==> src/oil_pkg.sv <==
package oil_pkg;

  localparam int unsigned LIST_DEPTH = 16;
  localparam int unsigned IDX_W      = $clog2(LIST_DEPTH);
  localparam int unsigned CNT_W      = $clog2(LIST_DEPTH + 1);
  localparam int unsigned POS_W      = 4;
  localparam int unsigned CMP_W      = (CNT_W > POS_W) ? CNT_W : POS_W;
  localparam int unsigned VAL_W      = 32;
  localparam int unsigned RES_CNT_W  = 5;

  localparam int unsigned IN_DATA_W  = 40;
  localparam int unsigned OUT_DATA_W = 8;

  localparam logic STATUS_DONE = 1'b0;
  localparam logic STATUS_FULL = 1'b1;

  typedef enum logic [1:0] {
    OP_APPEND     = 2'd0,
    OP_REMOVE_ALL = 2'd1,
    OP_REMOVE_AT  = 2'd2
  } oil_op_e;

  typedef enum logic [1:0] {
    ST_IDLE,
    ST_WALK,
    ST_DONE
  } oil_state_e;

  typedef struct packed {
    logic [1:0]              op;
    logic signed [VAL_W-1:0] value;
    logic [POS_W-1:0]        position;
  } oil_req_t;

  typedef struct packed {
    logic                 status;
    logic [RES_CNT_W-1:0] count;
  } oil_res_t;

endpackage

==> src/oil_engine.sv <==
module oil_engine (
  input  logic              clk_i,
  input  logic              rst_ni,
  input  logic              req_valid_i,
  output logic              req_ready_o,
  input  oil_pkg::oil_req_t req_i,
  output logic              res_valid_o,
  input  logic              res_ready_i,
  output oil_pkg::oil_res_t res_o
);

  localparam int unsigned CNT_W = oil_pkg::CNT_W;
  localparam int unsigned IDX_W = oil_pkg::IDX_W;
  localparam int unsigned CMP_W = oil_pkg::CMP_W;
  localparam int unsigned VAL_W = oil_pkg::VAL_W;

  oil_pkg::oil_state_e state_q, state_d;

  logic [1:0]       op_q, op_d;
  logic [VAL_W-1:0] val_q, val_d;
  logic [CNT_W-1:0] rd_q, rd_d;
  logic [CNT_W-1:0] wr_q, wr_d;
  logic [CNT_W-1:0] count_q, count_d;
  logic             pend_q, pend_d;
  logic             status_q, status_d;

  logic [VAL_W-1:0] mem [oil_pkg::LIST_DEPTH];
  logic [VAL_W-1:0] rdata_q;
  logic             we, re;
  logic [IDX_W-1:0] waddr, raddr;
  logic [VAL_W-1:0] wdata;

  logic             start;
  logic             full;
  logic             pos_out;
  logic             more_reads;
  logic             keep;
  logic [CMP_W:0]   pos_next;
  logic [31:0]      cnt_ext;

  assign start      = req_valid_i && (state_q == oil_pkg::ST_IDLE);
  assign full       = (count_q == CNT_W'(oil_pkg::LIST_DEPTH));
  assign pos_out    = (CMP_W'(req_i.position) >= CMP_W'(count_q));
  assign pos_next   = (CMP_W + 1)'(req_i.position) + (CMP_W + 1)'(1);
  assign more_reads = (rd_q < count_q);
  assign keep       = (op_q == oil_pkg::OP_REMOVE_AT) || (rdata_q != val_q);

  always_comb begin
    state_d = state_q;
    unique case (state_q)
      oil_pkg::ST_IDLE: begin
        if (req_valid_i) begin
          if ((req_i.op == oil_pkg::OP_REMOVE_ALL) ||
              ((req_i.op == oil_pkg::OP_REMOVE_AT) && !pos_out)) begin
            state_d = oil_pkg::ST_WALK;
          end else begin
            state_d = oil_pkg::ST_DONE;
          end
        end
      end
      oil_pkg::ST_WALK: begin
        if (!pend_q && !more_reads) begin
          state_d = oil_pkg::ST_DONE;
        end
      end
      oil_pkg::ST_DONE: begin
        if (res_ready_i) begin
          state_d = oil_pkg::ST_IDLE;
        end
      end
      default: state_d = oil_pkg::ST_IDLE;
    endcase
  end

  always_comb begin
    op_d     = op_q;
    val_d    = val_q;
    rd_d     = rd_q;
    wr_d     = wr_q;
    count_d  = count_q;
    pend_d   = 1'b0;
    status_d = status_q;
    we       = 1'b0;
    waddr    = wr_q[IDX_W-1:0];
    wdata    = rdata_q;
    re       = 1'b0;
    raddr    = rd_q[IDX_W-1:0];
    unique case (state_q)
      oil_pkg::ST_IDLE: begin
        if (start) begin
          op_d     = req_i.op;
          val_d    = req_i.value;
          status_d = oil_pkg::STATUS_DONE;
          unique case (req_i.op)
            oil_pkg::OP_APPEND: begin
              if (full) begin
                status_d = oil_pkg::STATUS_FULL;
              end else begin
                we      = 1'b1;
                waddr   = count_q[IDX_W-1:0];
                wdata   = req_i.value;
                count_d = count_q + CNT_W'(1);
              end
            end
            oil_pkg::OP_REMOVE_ALL: begin
              rd_d = '0;
              wr_d = '0;
            end
            oil_pkg::OP_REMOVE_AT: begin
              rd_d = CNT_W'(pos_next);
              wr_d = CNT_W'(req_i.position);
            end
            default: ;
          endcase
        end
      end
      oil_pkg::ST_WALK: begin
        if (more_reads) begin
          re     = 1'b1;
          rd_d   = rd_q + CNT_W'(1);
          pend_d = 1'b1;
        end
        if (pend_q && keep) begin
          we   = 1'b1;
          wr_d = wr_q + CNT_W'(1);
        end
        if (!pend_q && !more_reads) begin
          count_d = wr_q;
        end
      end
      oil_pkg::ST_DONE: ;
      default: ;
    endcase
  end

  always_ff @(posedge clk_i or negedge rst_ni) begin
    if (!rst_ni) begin
      state_q  <= oil_pkg::ST_IDLE;
      count_q  <= '0;
      pend_q   <= 1'b0;
      status_q <= oil_pkg::STATUS_DONE;
    end else begin
      state_q  <= state_d;
      count_q  <= count_d;
      pend_q   <= pend_d;
      status_q <= status_d;
    end
  end

  always_ff @(posedge clk_i) begin
    op_q  <= op_d;
    val_q <= val_d;
    rd_q  <= rd_d;
    wr_q  <= wr_d;
  end

  // read runs ahead of write, so the same entry is never hit in one cycle
  always_ff @(posedge clk_i) begin
    if (we) begin
      mem[waddr] <= wdata;
    end
    if (re) begin
      rdata_q <= mem[raddr];
    end
  end

  assign cnt_ext      = 32'(count_q);
  assign req_ready_o  = (state_q == oil_pkg::ST_IDLE);
  assign res_valid_o  = (state_q == oil_pkg::ST_DONE);
  assign res_o.status = status_q;
  assign res_o.count  = cnt_ext[oil_pkg::RES_CNT_W-1:0];

endmodule

==> src/ordered_int_list.sv <==
// Bounded ordered list of signed 32-bit integers, one operation per transaction.
// Slave side: op (append, remove all equal to value, remove at position),
// value and position. Master side: one result per operation, a status
// (done, or append refused because full) and the count after the operation.
// Entries sit in a single-port-write, registered-read memory of LIST_DEPTH words.
// Append, a refused or ignored operation and a position past the count go from
// idle straight to the done state; the result then passes the output register.
// Remove-all and remove-at walk the held entries from the start or from the one
// after the position, one memory read and at most one write-back per cycle; at
// the end of the walk the engine moves to the done state and the result passes
// the output register. One operation is in flight at a time; the next is taken
// the cycle after the previous result has moved into the output register.
// Reset empties the list at once; no clearing pass is needed.
// A stalled master side holds the result in the output register; a second
// finished result waits in the engine, and the slave side then stalls.
module ordered_int_list (
  input  logic                           clk_i,
  input  logic                           rst_ni,
  input  logic                           s_axis_tvalid_i,
  output logic                           s_axis_tready_o,
  // op [1:0], value [33:2], position [37:34], zero [39:38]
  input  logic [oil_pkg::IN_DATA_W-1:0]  s_axis_tdata_i,
  output logic                           m_axis_tvalid_o,
  input  logic                           m_axis_tready_i,
  // status [0], count [5:1], zero [7:6]
  output logic [oil_pkg::OUT_DATA_W-1:0] m_axis_tdata_o
);

  oil_pkg::oil_req_t req;
  oil_pkg::oil_res_t res;
  oil_pkg::oil_res_t out_q;
  logic              res_valid;
  logic              res_take;
  logic              out_valid_q;

  assign req.op       = s_axis_tdata_i[1:0];
  assign req.value    = s_axis_tdata_i[33:2];
  assign req.position = s_axis_tdata_i[37:34];

  assign res_take = res_valid && (!out_valid_q || m_axis_tready_i);

  oil_engine u_engine (
    .clk_i       (clk_i),
    .rst_ni      (rst_ni),
    .req_valid_i (s_axis_tvalid_i),
    .req_ready_o (s_axis_tready_o),
    .req_i       (req),
    .res_valid_o (res_valid),
    .res_ready_i (res_take),
    .res_o       (res)
  );

  always_ff @(posedge clk_i or negedge rst_ni) begin
    if (!rst_ni) begin
      out_valid_q <= 1'b0;
    end else if (res_take) begin
      out_valid_q <= 1'b1;
    end else if (m_axis_tready_i) begin
      out_valid_q <= 1'b0;
    end
  end

  always_ff @(posedge clk_i) begin
    if (res_take) begin
      out_q <= res;
    end
  end

  assign m_axis_tvalid_o = out_valid_q;
  assign m_axis_tdata_o  = {2'b00, out_q.count, out_q.status};

endmodule

==> config.mk <==
export PLATFORM = sky130hd
export DESIGN_NAME = ordered_int_list
export DESIGN_NICKNAME = d
export VERILOG_FILES = /design/src/oil_pkg.sv /design/src/oil_engine.sv /design/src/ordered_int_list.sv
export SDC_FILE = /design/constraint.sdc
export NUM_CORES = 1
export LEC_CHECK = 0
export ABC_AREA = 1
export BUFFER_PORTS_ARGS = -buffer_cell sky130_fd_sc_hd__buf_2
export CAP_MARGIN = 20
export CORE_MARGIN = 2
export CORE_UTILIZATION = 45
export DETAILED_ROUTE_END_ITERATION = 6
export MAX_ROUTING_LAYER = met4
export PLACE_DENSITY = 0.72
export SYNTH_ARGS = -nofsm -noshare
export SYNTH_HDL_FRONTEND = slang
export SYNTH_HIERARCHICAL = 1
export SYNTH_SLANG_ARGS = --single-unit
==> constraint.sdc <==
create_clock -name clk_i -period 6.4 [get_ports clk_i]
set_input_delay 1.28 -clock clk_i [delete_from_list [all_inputs] [get_ports clk_i]]
set_output_delay 1.28 -clock clk_i [all_outputs]
set_load 0.005 [all_outputs]
==> flow_summary_export.csv, run 1 <==
group,metric,value,unit
die,die_area,56100,um^2
synth,synthMuxAreaShare,2.18,%
route,wire_per_inst,21.9,um
die,die_h,237,um
clock_network,cts_tree,"built",
route,first_pass_iters,6,
die,ios,54,
synth,synth_edf_count,594,
synth,yosysTopAreaCellShare,73.2,%
setup_path,r2r_start,"u_engine/count_q[0]$_DFFE_PN0P_",
power,peakVddDrop,0.455,mV
synth,synth_xor_area_share,0.611,%
timing,setup_viol,0,
timing,tns,0,ps
synth,synth_compound_area_share,9.21,%
placement,routabilityCongestion,0.846,
synth,synth_top_family_by_area,"simple AND/OR/NAND/NOR gates",
global_routing,antenna_found_initial,0,
global_routing,grt_pass1_wl,87000,um
timing,fmax,0.258,GHz
clock_network,clk_pin_slew,60,ps
global_routing,overflow,0,
setup_path,start_kind,"input port",
synth,synthTopCellsByCount,"594 x edfxtp_1, 319 x nor2_1, 219 x nand2_1, 165 x o21ai_0, 76 x o32ai_1",
setup_path,endpoint_kind,"register",
setup_path,rr_worst_depth,11,
clock_network,hold_buffers,0,
timing,fin_skew,18.5,ps
setup_path,required,6680,ps
clock_network,cts_max_path_buffers,3,
finish,fillers,4338,
setup_path,rrSetupSlack,2580,ps
placement,dp_hpwl,32000,um
power,power_density,381,nW/um^2
global_routing,met3_usage,2.83,%
finish,area_delta_synth_final,12.4,%
die,core_area,53700,um^2
setup_path,r2r-end,"u_engine/mem[0][30]$_DFFE_PP_",
global_routing,gr-usage-met1,26.7,%
timing,fin_crit_sh,60.5,%
power,totalPowerFinal,0.0104,W
synth,synth_most_common_cell,"edfxtp_1",
synth,synth_seq_area_share,74.2,%
synth,yosys.area.top_type,"edfxtp_1",
timing,relSlewSlack,14.4,%
route,vias,15200,
synth,yosys-top-cells-area,"edfxtp_1 73%, nor2_1 4.9%, o21ai_0 3.4%",
timing,tightestPinTransition,1280,ps
global_routing,grt-busiest-layer,"met2",
global_routing,grtUsageMet2,34.6,%
hold_path,hold_path.class,"reg -> reg",
synth,netlist_area,24400,um^2
clock_network,cts_setup_buffers,0,
route,antenna_left,0,
synth,synth-simple-area-share,10.1,%
route,post-route-drc-count,0,
global_routing,grt_max_degree,260,
timing,rsz0062_at_grt,"no",
route,vias_per_cell,5.80,
run,cap_violations,0,
synth,synth-seq-cells,604,
synth,ys_warn_count,6,
synth,synthArstFlopShare,1.66,%
placement,port_buffers,49,
clock_network,clkLatencyLatePin,600,ps
timing,finalCriticalPeriod,3870,ps
setup_path,critPathLaunch,"s_axis_tdata_i[0]",
setup_path,worstPathArrival,4150,ps
finish,drive_gt1_share,10.8,%
synth,avgSynthCellArea,13.4,um^2
die,start_util,45.4,%
synth,yosys_most_used_dff,"edfxtp_1",
timing,hold_viol,0,
synth,synthAdderAreaFrac,0.667,%
clock_network,htreeDepth,2,
die,die_w,237,um
route,routed_wl,57400,um
route,drt_iter0_drc,1542,
clock_network,cts_root_buffer,"clkbuf_16",
run_status,status,"finished, final reports clean",
synth,syn_inst,1824,
clock_network,cts_resized,0,
finish,num-nets-final,1934,
power,p_leak,9.24,nW
global_routing,first_global_vias,14800,
clock_network,clock_sink_count,604,
setup_path,crit_end,"u_engine/mem[0][30]$_DFFE_PP_",
timing,drv_slew,0,
setup_path,critPathKind,"in -> reg",
global_routing,grt_usage,21.0,%
setup_path,worstPathMaxFanout,54,
clock_network,numCtsBuffers,57,
synth,synthDistinctLibCells,38,
die,num_rows,85,
[sequential cells by signal, indices dropped and copies added, names as in the netlist]
| name | flops |
|---|---|
| u_engine/mem | 512 |
| u_engine/rdata_q | 32 |
| u_engine/val_q | 32 |
| m_axis_tdata_o | 6 |
| u_engine/count_q | 5 |
| u_engine/rd_q | 5 |
| u_engine/wr_q | 5 |
| u_engine/op_q | 2 |
| u_engine/state_q | 2 |
| m_axis_tvalid_o | 1 |
| u_engine/pend_q | 1 |
| u_engine/status_q | 1 |
[cells in the final DEF (no fill, tap or decap), types with 53 or more instances in the layout]
master	count
clkbuf_16	59
inv_1	71
o21ai_0	160
nand2_1	219
nor2_1	301
mux2i_1	53
o32ai_1	76
nand3_1	65
o221ai_1	53
edfxtp_1	594
[cells by family after synthesis]
kind of cell    after synthesis
compound gates              336
xor+xnor                     17
fa+ha+maj                    13
buf+inv                     183
flops                       604
mux                          53
other cells                   1
simple gates                617
[worst min path at each step]
stage,startpoint,end,cells after the start
after global routing,u_engine/status_q$_DFFE_PN0P_,m_axis_tdata_o[0]$_DFFE_PP_,0
after CTS,u_engine/status_q$_DFFE_PN0P_,m_axis_tdata_o[0]$_DFFE_PP_,0
after floorplan,u_engine/status_q$_DFFE_PN0P_,u_engine/status_q$_DFFE_PN0P_,2
after detailed placement,u_engine/status_q$_DFFE_PN0P_,m_axis_tdata_o[0]$_DFFE_PP_,0
after global placement,u_engine/status_q$_DFFE_PN0P_,m_axis_tdata_o[0]$_DFFE_PP_,0
final,u_engine/status_q$_DFFE_PN0P_,m_axis_tdata_o[0]$_DFFE_PP_,0
[critical path, cell delays in order]
cell	delay (ps)
buf_2	120
nor2_2	180
nand2_4	110
nor2_8	130
buf_4	540
o22ai_1	240
inv_1	130
nand2_1	230
nor2_4	800
buf_4	380
[cell type report]
cell class	instances	area, um^2	area share (%)
Clock buffer	73	1530	5.58
Antenna cell	1	2.50	0.00913
Timing Repair Buffer	97	676	2.47
Tap cell	696	871	3.18
Multi-Input combinational cell	1038	5690	20.8
Inverter	79	304	1.11
Sequential cell	604	18100	66.0
Clock inverter	27	239	0.872
[through the flow]
stage,instances,worst slack [ps],util [%],hold WS (ps),instance area [um^2]
after floorplan,1825,2050,-,454,24400
after global placement,2510,1900,47.6,451,25500
after detailed placement,2514,1880,47.7,467,25600
after CTS,2614,2490,51.0,481,27400
after global routing,2614,2340,51.0,493,27400
final,2615,2530,51.0,482,27400
[layer usage]
layer	routed length, um	vias up
li1	-	6827
met5	0	-
met3	3960	137
met4	2060	0
met1	22700	7555
met2	28700	652
[power by group]
group / internal, W / switching, W
combinational: 0.000677 / 0.00166
sequential: 0.00479 / 0.000101
clock: 0.00184 / 0.00138
total: 0.00730 / 0.00314
(Power assumes the default switching activity.)
==> run 2: changes to the inputs <==
ABC_AREA = 0   (was 1)
PLACE_DENSITY = 0.74   (was 0.72)
clock period = 3.2 ns   (was 6.4 ns; I/O delays follow)
==> flow_summary_export.csv, run 2 <==
group,metric,value,unit
die,die_w,233,um
route,vias,11400,
power,seqPwrFrac,47.1,%
synth,ys_warn_count,6,
route,post-route-drc-count,1,
power,peakVddDrop,0.462,mV
die,die_h,233,um
timing,drv_slew,0,
clock_network,numCtsBuffers,58,
placement,placed_area,25600,um^2
synth,yosys-top-cells-area,"edfxtp_1 75%, mux4_2 15%, nand2_1 1.7%",
hold_path,hold_path.class,"in -> reg",
finish,largest_register_ffs,512,
setup_path,critPathLaunch,"u_engine/rdata_q[29]$_DFFE_PP_",
finish,drive_gt1_share,30.0,%
route,antenna_left,0,
finish,final_cell_mix,"594 x edfxtp_1, 160 x mux4_2, 106 x nand2_1",
setup_path,r2r_start,"u_engine/rdata_q[29]$_DFFE_PP_",
power,p_int,0.0157,W
setup_path,worstPathMaxFanout,13,
synth,yosys.area.top_type,"edfxtp_1",
clock_network,htreeDepth,2,
timing,tightestPinTransition,993,ps
die,num_rows,84,
setup_path,crit_end,"u_engine/mem[9][12]$_DFFE_PP_",
synth,netlist_area,23700,um^2
setup_path,endpoint_kind,"register",
finish,largestRegisters,"u_engine/mem x512, u_engine/rdata_q x32, u_engine/val_q x32",
route,met1_length,20800,um
synth,syn_inst,1113,
global_routing,grt_pass1_wl,76000,um
finish,regMostFlops,"u_engine/mem",
finish,multi_input_area,5430,um^2
synth,avgSynthCellArea,21.3,um^2
die,die_area,54500,um^2
placement,routabilityCongestion,0.823,
clock_network,cts_max_path_buffers,3,
finish,regArea,18100,um^2
setup_path,worstPathArrival,3390,ps
route,drt_iter0_drc,1316,
power,share_clk_of_total_power,31.9,%
finish,final_common_cell,"edfxtp_1",
timing,hold_viol,0,
placement,port_buffers,49,
route,wire_per_inst,25.9,um
route,vias_per_cell,5.77,
route,dr_wl_met3,3460,um
synth,synth_seq_area_share,76.4,%
timing,finalCriticalPeriod,3030,ps
global_routing,grt_usage,19.9,%
timing,setup_viol,0,
clock_network,clk_pin_slew,60,ps
power,sw_frac_of_total,26.3,%
die,ios,54,
power,p_sw,0.00559,W
setup_path,required,3560,ps
setup_path,rr_worst_depth,9,
synth,synthDistinctLibCells,46,
finish,area_delta_synth_final,16.2,%
clock_network,clkLatencyLatePin,610,ps
clock_network,cts_root_buffer,"clkbuf_16",
route,first_pass_iters,7,
timing,relSlewSlack,33.5,%
clock_network,clock_sink_count,604,
placement,dp_hpwl,29300,um
setup_path,rrSetupSlack,170,ps
run_status,failed_checks,"design-rule violations",
run,cap_violations,0,
power,p_leak,8.82,nW
timing,rsz0062_at_grt,"no",
synth,yosysTopAreaCellShare,75.3,%
route,wl_met2,25900,um
synth,synth-seq-cells,604,
clock_network,cts_tree,"built",
setup_path,start_kind,"register",
finish,fin_area,27500,um^2
power,power_density,773,nW/um^2
synth,synthTopCellsByCount,"594 x edfxtp_1, 160 x mux4_2, 106 x nand2_1, 35 x xnor2_1, 23 x nor2_1",
setup_path,critPathKind,"reg -> reg",
finish,num-nets-final,1291,
timing,fmax,0.331,GHz
global_routing,overflow,0,
die,core_area,52200,um^2
global_routing,first_global_vias,11600,
global_routing,grt_max_degree,131,
synth,synth_edf_count,594,
run_status,status,"finished with violations",
setup_path,r2r-end,"u_engine/mem[9][12]$_DFFE_PP_",
global_routing,antenna_found_initial,3,
timing,tns,0,ps
timing,fin_crit_sh,94.5,%
die,start_util,45.3,%
finish,fillers,3878,
synth,yosys_most_used_dff,"edfxtp_1",
synth,synth_most_common_cell,"edfxtp_1",
route,routed.top_layer,"met4",
power,combPwrFrac,21.0,%
timing,fin_skew,16.3,ps
route,routed_wl,51100,um
synth,synthArstFlopShare,1.66,%
==> run 2: cell types whose count changed after synthesis, moves of 12 or more <==
cell / before / now
nor2_1: 319 / 23
mux4_2: 0 / 160
o21ai_0: 165 / 8
nand2_1: 219 / 106
o32ai_1: 76 / 2
inv_1: 71 / 11
nand3_1: 65 / 9
o221ai_1: 53 / 0
mux2i_1: 53 / 2
clkbuf_1: 65 / 21
xnor2_1: 12 / 35
nand2b_1: 0 / 12
o211ai_1: 13 / 1
==> run 2: kinds of logic after synthesis <==
| family | after synthesis | share of synthesized area, % |
|---|---|---|
| DFF | 604 | 76.4 |
| adders and majority gates | 13 | 0.687 |
| xor gates and xnor gates | 40 | 1.48 |
| buffers and inverters | 64 | 1.24 |
| other | 1 | 0.0158 |
| AOI/OAI and AO/OA | 49 | 1.49 |
| muxes | 162 | 15.3 |
| and+or+nand+nor | 180 | 3.37 |
==> run 2: timing repair <==
item	in CTS	in global routing
endpoints found under the hold margin	10	0
resized for setup	0	0
setup buffers	0	0
endpoints found under the setup margin	0	0
hold buffers	1	0
==> run 2: power by group through the flow <==
stage | sequential (W) | clock (W) | combinational [W]
3_3_place_gp | 0.0101 | 0 | 0.00434
5_1_grt | 0.0101 | 0.00717 | 0.00479
4_1_cts | 0.0100 | 0.00687 | 0.00451
6_report | 0.0100 | 0.00678 | 0.00446
3_5_place_dp | 0.0102 | 0 | 0.00447
2_1_floorplan | 0.0101 | 0 | 0.00311
==> run 2: final cells by class <==
cell class / count / area share [%]
flip-flops and latches: 604 / 65.8
multi-input cells: 446 / 19.7
repair buffers: 113 / 4.33
inverters: 11 / 0.150
well taps: 688 / 3.13
clock inverters: 39 / 1.34
diodes: 3 / 0.0273
clock buffers: 69 / 5.51
==> run 2: per-layer routing <==
metal / vias up / global-route usage [%]
met2: 430 / 32.2
met4: 0 / 4.40
met5: - / -
met3: 72 / 3.48
met1: 6069 / 26.8
li1: 4819 / -
==> run 2: critical path, stage by stage (launching register included) <==
cell,delay [ps]
edfxtp_1,420
xnor2_1,410
nand4_1,250
nor4_1,440
buf_4,200
a31oi_1,190
o21ai_0,280
buf_4,230
nor2_4,100
buf_12,240
==> run 2: per-stage QoR <==
step                worst slack [ps]  utilization [%]  power, W  hold slack, ps  cells
floorplan                       -462                -    0.0132             344   1114
global placement                 117             49.0    0.0145             461   1861
detailed placement               165             49.0    0.0146             483   1861
CTS                              134             52.6    0.0214             194   1970
global route                    23.6             52.6    0.0220             201   1973
finish                           175             52.6    0.0212             219   1973
==> run 2: worst min path at each step <==
stage / startpoint / end / slack [ps] / cells after the start
after floorplan: rst_ni / m_axis_tvalid_o$_DFFE_PN0P_ / 340 / 0
after global placement: u_engine/status_q$_DFFE_PN0P_ / m_axis_tdata_o[0]$_DFFE_PP_ / 460 / 0
after detailed placement: u_engine/status_q$_DFFE_PN0P_ / m_axis_tdata_o[0]$_DFFE_PP_ / 480 / 0
after CTS: s_axis_tdata_i[17] / u_engine/val_q[15]$_DFFE_PP_ / 190 / 1
after global routing: s_axis_tdata_i[17] / u_engine/val_q[15]$_DFFE_PP_ / 200 / 1
final: s_axis_tdata_i[17] / u_engine/val_q[15]$_DFFE_PP_ / 220 / 1
==> run 3: changes to the inputs <==
CORE_MARGIN = 3   (was 2)
==> flow_summary_export.csv, run 3 (same netlist as run 2, synthesis figures left out) <==
group,metric,value,unit
die,num_rows,83,
hold_path,worstHoldPathCells,1,
clock_network,cts_max_path_buffers,3,
placement,dp_hpwl,29700,um
setup_path,crit_chain,"nor2_1 -> and3_1 -> nand2b_2 -> buf_4 -> a31oi_1 -> buf_4 -> nor2_4 -> buf_12",
timing,hold_viol,0,
die,ios,54,
finish,largest_register_ffs,512,
route,first_pass_iters,5,
power,power_density,775,nW/um^2
timing,fin_crit_sh,90.9,%
global_routing,overflow,0,
finish,stdcell_count,1965,
global_routing,grt_pass1_wl,78500,um
placement,routabilityCongestion,0.815,
finish,fin_area,27700,um^2
setup_path,rr_worst_depth,8,
route,routed_wl,52400,um
finish,largestRegisters,"u_engine/mem x512, u_engine/rdata_q x32, u_engine/val_q x32",
setup_path,start_kind,"register",
placement,placed_area,25800,um^2
finish,area_delta_synth_final,17.1,%
clock_network,htreeDepth,2,
finish,fillers,3812,
timing,relSlewSlack,36.3,%
setup_path,cpPeakStageDelay,470,ps
finish,final_cell_mix,"594 x edfxtp_1, 160 x mux4_2, 106 x nand2_1",
clock_network,cts_tree,"built",
hold_path,hold_path.class,"in -> reg",
clock_network,clk_pin_slew,70,ps
finish,regArea,18100,um^2
placement,port_buffers,49,
route,wire_per_inst,26.7,um
global_routing,first_global_vias,12000,
timing,fin_skew,15.9,ps
run,cap_violations,0,
setup_path,critPathKind,"reg -> reg",
route,vias,11500,
timing,tns,0,ps
timing,drv_slew,0,
finish,multi_input_area,5430,um^2
clock_network,numCtsBuffers,56,
finish,regMostFlops,"u_engine/mem",
timing,setup_viol,0,
route,antenna_left,0,
clock_network,cts_resized,0,
power,totalPowerFinal,0.0215,W
finish,final_common_cell,"edfxtp_1",
global_routing,antenna_found_initial,1,
finish,drive_gt1_share,31.0,%
finish,num-nets-final,1294,
run_status,status,"finished, final reports clean",
clock_network,cts_root_buffer,"clkbuf_16",
die,start_util,45.8,%
placement,dp.cells,1858,
power,peakVddDrop,0.411,mV
setup_path,cp_slowest_cell,"dfrtp_1",
setup_path,required,3520,ps
setup_path,crit_path_frequent_cell,"buf_4",
setup_path,endpoint_kind,"register",
die,die_w,235,um
timing,rsz0062_at_grt,"no",
clock_network,clkLatencyLatePin,610,ps
timing,fmax,0.344,GHz
power,p_leak,8.89,nW
timing,finalCriticalPeriod,2910,ps
timing,tightestPinTransition,956,ps
die,core_area,51700,um^2
global_routing,grt_usage,19.7,%
setup_path,worstPathMaxFanout,10,
route,drt_iter0_drc,1517,
clock_network,clock_sink_count,604,
setup_path,worstPathArrival,3230,ps
route,vias_per_cell,5.83,
die,die_area,55400,um^2
global_routing,grt_max_degree,131,
route,post-route-drc-count,0,
die,die_h,235,um
[run 3: changes by cell type in the layout (fill, tap and decap cells not counted), sizes merged]
cell	change
diode	-2
clkinv	-6
bufinv	+3
clkinvlp	+6
buf	+5
clkbuf	-6
[run 3: report_power, final]
group          total [W]  switching [W]  internal, W
logic            0.00449        0.00252      0.00197
registers         0.0100       0.000250      0.00977
clock network    0.00696        0.00289      0.00408
total             0.0215        0.00566       0.0158
[run 3: final timing paths]
check	slack [ps]	from	end
worst max-delay path	290	u_engine/count_q[2]$_DFFE_PN0P_	u_engine/mem[5][6]$_DFFE_PP_
max in group asynchronous	2550	rst_ni	u_engine/status_q$_DFFE_PN0P_
worst min register to register	500	u_engine/status_q$_DFFE_PN0P_	m_axis_tdata_o[0]$_DFFE_PP_
worst max register to register	290	u_engine/count_q[2]$_DFFE_PN0P_	u_engine/mem[5][6]$_DFFE_PP_
worst min-delay path	220	s_axis_tdata_i[28]	u_engine/val_q[26]$_DFFE_PP_
min in group asynchronous	440	rst_ni	u_engine/count_q[4]$_DFFE_PN0P_
[run 3: repair_timing]
| action | 4_1_cts | 5_1_grt |
|---|---|---|
| buffers inserted | 0 | 0 |
| hold buffers | 1 | 0 |
| hold endpoints to repair | 10 | 0 |
[run 3: final cells by class]
type                       count  share of cell area, %
inverter                      11                  0.149
clock buffer                  63                   5.23
multi-input combinational    446                   19.6
tap                          680                   3.07
antenna                        1                0.00903
sequential                   604                   65.3
clock inverter                42                   1.77
timing repair buffer         118                   4.93
[run 3: worst max-delay path, delay by kind of cell, from the launching register on]
family | cells | cell delay, ps
simple gates | 4 | 1350
buf+inv | 3 | 670
flops | 1 | 470
compound gates | 1 | 110
[run 3: metal layers]
metal	up-vias	global-route usage [%]	wire, um
met2	560	30.7	25700
met3	110	3.94	4410
met4	0	7.13	1950
met1	5973	26.0	20400
li1	4818	-	-
met5	-	-	0
[run 3: through the flow]
stage | worst slack (ps) | hold WS [ps] | util [%]
CTS | 288 | 187 | 53.6
global route | 194 | 188 | 53.6
global placement | 193 | 476 | 49.8
floorplan | -462 | 344 | -
detailed placement | 186 | 485 | 49.8
finish | 290 | 220 | 53.6
